==> config.mk <==
export PLATFORM = sky130hd
export DESIGN_NAME = tacs_div_pipe
export DESIGN_NICKNAME = d
export VERILOG_FILES = /design/src/sv/tacs_pkg.sv /design/src/sv/tacs_div_pipe.sv
export SDC_FILE = /design/constraint.sdc
export NUM_CORES = 2
export LEC_CHECK = 0
export BUFFER_PORTS_ARGS = -buffer_cell sky130_fd_sc_hd__buf_2
export CORE_MARGIN = 1
export CORE_UTILIZATION = 58
export DETAILED_ROUTE_END_ITERATION = 6
export GPL_ROUTABILITY_DRIVEN = 0
export PLACE_DENSITY = 0.89
export SLEW_MARGIN = 0
export SYNTH_ARGS = -nofsm -noshare
export SYNTH_HDL_FRONTEND = slang
export SYNTH_SLANG_ARGS = --single-unit
==> constraint.sdc <==
create_clock -name i_clk -period 3.9 [get_ports i_clk]
set_clock_uncertainty 0.1 [all_clocks]
set_input_delay 0.195 -clock i_clk [delete_from_list [all_inputs] [get_ports i_clk]]
set_output_delay 0.195 -clock i_clk [all_outputs]
set_load 0.01 [all_outputs]
==> src/sv/tacs_pkg.sv <==
// ----------------------------------------------------------------------------
// tacs_pkg: shared types and constants for the touch calibration scale unit
// Holds the payload structs, register indexes and status codes.
// ----------------------------------------------------------------------------
package tacs_pkg;

    typedef struct packed {
        logic [15:0] target_height;
        logic [15:0] target_width;
        logic [11:0] raw_y;
        logic [11:0] raw_x;
    } t_in_word;

    typedef struct packed {
        logic [1:0]         status;
        logic signed [31:0] cal_y;
        logic signed [31:0] cal_x;
    } t_out_word;

    typedef enum logic [2:0] {
        REG_CXX    = 3'd0,
        REG_CXY    = 3'd1,
        REG_OFFX   = 3'd2,
        REG_CYX    = 3'd3,
        REG_CYY    = 3'd4,
        REG_OFFY   = 3'd5,
        REG_DIV    = 3'd6,
        REG_CALRES = 3'd7
    } t_reg_idx;

    localparam logic [1:0] STATUS_OK      = 2'd0;
    localparam logic [1:0] STATUS_DIVZERO = 2'd1;
    localparam logic [1:0] STATUS_CALZERO = 2'd2;

    localparam int unsigned DIV_STAGES = 32;

endpackage

==> src/sv/tacs_div_pipe.sv <==
// ----------------------------------------------------------------------------
// tacs_div_pipe: pipelined signed 32-bit division, truncating toward zero
// One quotient bit per stage, an item enters in every enabled cycle.
// ----------------------------------------------------------------------------
module tacs_div_pipe (
    input  logic        i_clk,
    input  logic        i_en,
    input  logic [31:0] i_num,
    input  logic [31:0] i_den,
    output logic [31:0] o_quo
);
    import tacs_pkg::*;

    // Per-stage state: partial remainder, shifted numerator/quotient, divisor.
    logic [31:0] r_rem [DIV_STAGES+1];
    logic [31:0] r_nq  [DIV_STAGES+1];
    logic [31:0] r_dm  [DIV_STAGES+1];
    logic        r_neg [DIV_STAGES+1];

    logic [31:0] n_nm, n_dm;

    always_comb begin
        n_nm = i_num[31] ? (32'd0 - i_num) : i_num;
        n_dm = i_den[31] ? (32'd0 - i_den) : i_den;
    end

    always_ff @(posedge i_clk) begin
        if (i_en) begin
            r_rem[0] <= '0;
            r_nq[0]  <= n_nm;
            r_dm[0]  <= n_dm;
            r_neg[0] <= i_num[31] ^ i_den[31];
        end
    end

    for (genvar s = 0; s < DIV_STAGES; s++) begin : g_stage
        logic [32:0] n_trial;
        logic [32:0] n_diff;
        always_comb begin
            n_trial = {r_rem[s], r_nq[s][31]};
            n_diff  = n_trial - {1'b0, r_dm[s]};
        end
        always_ff @(posedge i_clk) begin
            if (i_en) begin
                r_rem[s+1] <= n_diff[32] ? n_trial[31:0] : n_diff[31:0];
                r_nq[s+1]  <= {r_nq[s][30:0], ~n_diff[32]};
                r_dm[s+1]  <= r_dm[s];
                r_neg[s+1] <= r_neg[s];
            end
        end
    end

    assign o_quo = r_neg[DIV_STAGES] ? (32'd0 - r_nq[DIV_STAGES]) : r_nq[DIV_STAGES];

endmodule

Yosys cells after proc, flatten, opt, wreduce, memory -nomap -nowiden
Memory sizes are Yosys's and may differ from the RTL's. Index checks and enable logic that the tools add are counted.

Add/sub/neg operators: 35. Mux-type cells: 37. Bitwise operators: 33.

Operator list (count): two-way mux 32 bit (35); subtractor 33 x 32 -> 33 bit (32); subtractor 1 x 32 -> 32 bit (first input constant) (3); inverter 1 bit (32); two-way mux 1 bit (2); bitwise XOR 1 bit (1).

Register bits: 0. RAM bits: 3201. Input port bits: 66. Output and inout bits: 32. Word-level logic and storage cells: 109. Memories: 4.

Memory list: r_dm (depth 33, width 32, rd ports 32, clocked after Yosys merged registers in 0, write ports 33, line tacs_div_pipe.sv:17) `logic [31:0] r_dm [DIV_STAGES+1];`; r_nq (depth 33, width 32, rd ports 33, clocked after Yosys merged registers in 0, write ports 33, line tacs_div_pipe.sv:16) `logic [31:0] r_nq [DIV_STAGES+1];`; r_rem (depth 33, width 32, rd ports 32, clocked after Yosys merged registers in 0, write ports 33, line tacs_div_pipe.sv:15) `logic [31:0] r_rem [DIV_STAGES+1];`; r_neg (depth 33, width 1, rd ports 33, clocked after Yosys merged registers in 0, write ports 33, line tacs_div_pipe.sv:18) `logic r_neg [DIV_STAGES+1];`.

Longest topological paths before layout
Depth after elaboration: 2. Mapped depth: 15. Mapped depth without buffers: 14.

Worst setup path before layout
OpenSTA, ideal clock, no wires.

Path kind: register -> register. Start: mem r_dm[9][0] (netlist: r_dm[0][288]). End: mem r_rem[10][25] (netlist: r_rem[0][345]), data pin. Library setup time: 260 ps. Data arrival time: 3610 ps. Data required time: 3540 ps. Slack: -69 ps. Cell stages (with the launch flop): 14. Buffers on the path: 1. Clock period less this slack: 3969 ps. Cell sequence: edfxtp_1 -> ha_1 -> fa_1 -> nor2b_1 -> o31ai_1 -> a31o_2 -> o31ai_1 -> a41o_1 -> a31oi_1 -> o21ai_0 -> a21oi_1 -> xnor2_1 -> buf_2 -> mux2_2.

RTL lines (line): start: declaration (tacs_div_pipe.sv:17); end: declaration (tacs_div_pipe.sv:15).

==> flow_results.org <==
** Drt
- Router iterations before antenna repair :: 7
- Remaining design rule violation count :: 1
- Total vias in the final route :: 110000
- After detailed routing, the wire length on met1 is 125000 um.
- Wire segments on met3 add up to 25600 um in the final route.
- After detailed routing, the average wire length per cell comes to 22.1 um.
- Once detail routing completed, the nets flagged for antenna violations numbered 0.
- Highest layer used for signal routing :: met5
- Drt initial violations :: 11200
- In the detailed route, the total length drawn on met2 is 200000 um.
- Total wire length after detailed routing :: 387000 um
- Per-cell via count in the routed design :: 6.27

** Job
- Across the run, the number of max-cap violations was 1.

** Die
- In this run the count of I/O pins placed on the die edge is 98.
- From bottom edge to top edge, the die measures 524 um.
- The die covers 274000 um2.
- Floorplan die width :: 524 um
- The floorplan has 191 rows.
- Effective utilization at floorplan :: 58.3%
- Area of the core region :: 271000 um2

** Yosys
- Most instantiated flip-flop cell in the synthesis netlist :: sky130_fd_sc_hd__edfxtp_1
- Area fraction in and, or, nand and nor cells after synthesis :: 6.29%
- The synthesized design contains 3105 register bits.
- By area, the combinational part of the netlist is dominated by compound AO/OA/AOI/OAI gates.
- For this run, asynchronously set or reset flops after synthesis account for 0%.
- Yosys synthesis warning count :: 0
- In this run, synthesis inferred 3105 flip-flops with an integrated enable.
- The portion of synthesized area spent on multiplexers is 5.62%.
- Avg Cell Area, Syn :: 12.7 um2
- Summing the areas of all compound-gate instances in the mapped netlist gives 12.0% of the synthesized area.
- Xor/xnor share of the synthesized area :: 5.07%
- Summed instance area of the synthesized netlist :: 158000 um2
- Sequential elements use 59.1% of the synthesized area.
- Counting distinct cell types in the post-synthesis netlist gives 84.
- Fraction of the mapped netlist area in adder cells :: 8.28%
- Synthesized instance count :: 12400

** STA
- Clock period minus final worst setup slack :: 4310 ps
- The number of hold violations in the final report was 0.
- Final max-slew violation count :: 2
- Slew at the pin with the worst max-slew slack :: 1520 ps
- In this run the tightest slew margin relative to its limit is -2.30%.
- Fmax :: 0.232 GHz
- Setup violations remaining at the end of the flow were counted as 281.
- Smallest setup slack after layout :: -409 ps
- Tcrit/Tclk final :: 110%
- Hold is met by 92.2 ps.
- Setup repair after global routing could not meet its margin everywhere.

** Min path
- Cell count of the worst hold path :: 3
- Class of the worst hold path :: in2reg
- The worst hold path terminates at r_dm[0][30].
- Hold Path Origin :: i_den[30]

** Status
- Violated checks :: design-rule violations, max-capacitance violations, max-slew violations, negative setup slack
- The run finished, with violations left.

** Critical path
- For the worst flop-to-flop path, the logic depth is 16.
- The worst register-to-register path has a setup slack of -410 ps.
- The worst setup path is captured at a register.
- CP max FO :: 5
- At the worst endpoint, the required time is 4420 ps.
- For the worst setup path, the data arrival time is 4830 ps.
- Reg-to-Reg End :: r_rem[0][269]
- Critical Path Source Type :: register
- The critical path in this run is classified as reg2reg.
- In this run the critical register-to-register path is launched from r_dm[0][224].

** Clocking
- TritonCTS built the clock tree.
- Clock buffer depth :: 4
- Buffers inserted during clock tree synthesis total 319.
- Clock tree root buffer cell :: sky130_fd_sc_hd__clkbuf_16
- Skew-Pair Late Insertion Delay :: 890 ps
- The H-tree was split into 5 levels.
- After clock tree synthesis, the clock-pin slew on the worst setup and hold paths is 70 ps.
- CTS Sinks :: 3105

** Cells and area
- Fraction of final layout cells sized beyond drive strength 1 :: 19.3%
- Relative to the synthesized area, the layout overhead comes to 18.0%.
- Once layout is done, the placed cells without fillers occupy 186000 um2.
- At the end of the flow, the number of nets in the layout was 14800.

** Pwr
- IR analysis of the VDD net gives a maximum drop of 0.000539 V.
- For this design the static power due to leakage is 76.1 nW.
- In this run the power density over the cells is 933 nW/um2.

** Place
- HPWL after DPL :: 228000 um
- Timing analysis after detailed placement gives a worst setup slack of -523 ps.
- The count of buffers added on input and output ports is 97.
- The placed instances occupy a cell area of 168000 um2.

** Global route
- Vias in the first global route :: 110000
- The initial antenna violation count came to 16.
- First-pass GRT wire length :: 560000 um
- Entering global routing, the biggest net connects 117 pins.
- Remaining global-route overflow :: 0
- All-layer global routing usage :: 25.4%
==> synth_stat cells, types with 50 or more instances <==
library cell	number	area share, %
sky130_fd_sc_hd__o31a_1	56	0.31
sky130_fd_sc_hd__and3_1	80	0.32
sky130_fd_sc_hd__nor2b_1	122	0.48
sky130_fd_sc_hd__a21oi_1	851	2.7
sky130_fd_sc_hd__edfxtp_1	3105	59
sky130_fd_sc_hd__nand2b_1	99	0.39
sky130_fd_sc_hd__inv_1	1248	3.0
sky130_fd_sc_hd__nand3_1	186	0.59
sky130_fd_sc_hd__o21ai_0	652	2.1
sky130_fd_sc_hd__nor3_1	86	0.27
sky130_fd_sc_hd__clkbuf_1	243	0.58
sky130_fd_sc_hd__a21o_1	455	2.2
sky130_fd_sc_hd__a211oi_1	67	0.32
sky130_fd_sc_hd__xnor2_1	599	3.3
sky130_fd_sc_hd__mux2i_1	79	0.50
sky130_fd_sc_hd__o21a_1	135	0.64
sky130_fd_sc_hd__a31oi_1	115	0.46
sky130_fd_sc_hd__o21bai_1	89	0.42
sky130_fd_sc_hd__o31ai_1	124	0.59
sky130_fd_sc_hd__nand4_1	107	0.42
sky130_fd_sc_hd__o211ai_1	50	0.24
sky130_fd_sc_hd__xor2_1	315	1.7
sky130_fd_sc_hd__mux2_2	717	5.1
sky130_fd_sc_hd__ha_1	996	7.9
sky130_fd_sc_hd__nand2_1	680	1.6
sky130_fd_sc_hd__a21boi_0	55	0.26
sky130_fd_sc_hd__nor2_1	461	1.1
==> power breakdown <==
group          total (W)  switching (W)  internal [W]
Clock             0.0298         0.0129        0.0169
Combinational     0.0909         0.0469        0.0440
Sequential        0.0531        0.00468        0.0484
Total              0.174         0.0645         0.109
==> per-stage QoR <==
stage,power [W],TNS (ps),cells,util [%]
finish,0.174,-43070,17500,68.8
global route,0.181,-77090,17500,68.8
CTS,0.163,-7320,17400,67.6
detailed placement,0.124,-177070,16600,62.2
global placement,0.120,-103150,16600,62.2
floorplan,0.103,-421,12400,-
==> routing by layer <==
metal,track usage (%),vias up
met5,0,-
met4,18.9,10
met3,3.71,2317
met2,48.0,6240
met1,24.9,52400
li1,-,48700
==> final cells by class <==
type	count	area [um2]
Inverter	1249	4700
Clock inverter	184	1760
Antenna cell	7	17.5
Sequential cell	3105	93200
Tap cell	3570	4470
Timing Repair Buffer	1225	11700
Fill cell	15700	84500
Clock buffer	370	8200
Multi-Input combinational cell	7781	62300
==> cell usage in the layout, fill, tap and decap left out, types with 56 or more instances in the layout <==
master and n:
sky130_fd_sc_hd__clkinv_1 67, sky130_fd_sc_hd__inv_1 1226, sky130_fd_sc_hd__xnor2_1 589, sky130_fd_sc_hd__clkbuf_16 342
sky130_fd_sc_hd__edfxtp_1 3105, sky130_fd_sc_hd__buf_12 88, sky130_fd_sc_hd__nand3_1 181, sky130_fd_sc_hd__buf_2 96
sky130_fd_sc_hd__o21ai_0 593, sky130_fd_sc_hd__o21bai_1 89, sky130_fd_sc_hd__a21o_1 454, sky130_fd_sc_hd__mux2i_1 77
sky130_fd_sc_hd__nor2_1 455, sky130_fd_sc_hd__buf_4 799, sky130_fd_sc_hd__and3_1 78, sky130_fd_sc_hd__nor3_1 82
sky130_fd_sc_hd__mux2_2 513, sky130_fd_sc_hd__nand2_1 654, sky130_fd_sc_hd__nor2b_1 97, sky130_fd_sc_hd__dlygate4sd3_1 121
sky130_fd_sc_hd__a31oi_1 108, sky130_fd_sc_hd__ha_1 964, sky130_fd_sc_hd__nand2b_1 96, sky130_fd_sc_hd__o31a_1 56
sky130_fd_sc_hd__o21a_1 134, sky130_fd_sc_hd__xor2_1 308, sky130_fd_sc_hd__nand4_1 107, sky130_fd_sc_hd__a21oi_1 833
sky130_fd_sc_hd__mux2_4 204, sky130_fd_sc_hd__o31ai_1 89
==> critical path, cell delays in order (launching register included) <==
cell	delay, ps
sky130_fd_sc_hd__edfxtp_1	430
sky130_fd_sc_hd__ha_4	200
sky130_fd_sc_hd__fa_2	420
sky130_fd_sc_hd__nor2b_4	150
sky130_fd_sc_hd__o31ai_4	80
sky130_fd_sc_hd__a21oi_2	190
sky130_fd_sc_hd__o21ai_1	90
sky130_fd_sc_hd__o211ai_1	230
sky130_fd_sc_hd__a41oi_2	400
sky130_fd_sc_hd__o31a_1	390
sky130_fd_sc_hd__mux2i_1	150
sky130_fd_sc_hd__nor2_2	320
sky130_fd_sc_hd__buf_6	180
sky130_fd_sc_hd__clkinvlp_4	110
sky130_fd_sc_hd__buf_12	170
sky130_fd_sc_hd__buf_12	140
sky130_fd_sc_hd__mux2_4	300
==> sequential cells by signal (all words and copies together) (netlist names) <==
signal,count
r_nq,1056
r_rem,992
r_neg,33
r_dm,1024
==> what timing repair did <==
| item | 4_1_cts | 5_1_grt |
|---|---|---|
| resized for setup | 372 | 536 |
| endpoints found under the setup margin | 858 | 952 |
| pin swaps | 110 | 205 |
| gates cloned | 36 | 24 |
| buffers inserted | 111 | 113 |
| hold buffers | 122 | 0 |
| hold endpoints to repair | 95 | 0 |
==> kinds of logic (layout without fill, tap and decap cells) <==
logic type	count (synthesis)	after routing
other	1	22
DFF	3105	3105
muxes	796	796
adders and majority gates	1026	1026
AOI/OAI and AO/OA	2967	2967
and+or+nand+nor	2063	2063
buffers and inverters	1554	3028
xor gates and xnor gates	914	914
==> how the worst max path moves through the flow <==
| stage | startpoint | endpoint | slack, ps | cells past startpoint |
|---|---|---|---|---|
| 2_1_floorplan | r_dm[0][352] | r_rem[0][388] | -20 | 14 |
| 3_3_place_gp | r_nq[24][31] | r_rem[0][802] | -440 | 15 |
| 3_5_place_dp | r_nq[24][31] | r_rem[0][805] | -520 | 15 |
| 4_1_cts | r_rem[0][161] | r_rem[0][198] | -160 | 14 |
| 5_1_grt | r_dm[0][224] | r_rem[0][266] | -460 | 16 |
| 6_report | r_dm[0][224] | r_rem[0][269] | -410 | 16 |
(Power assumes the default switching activity.)
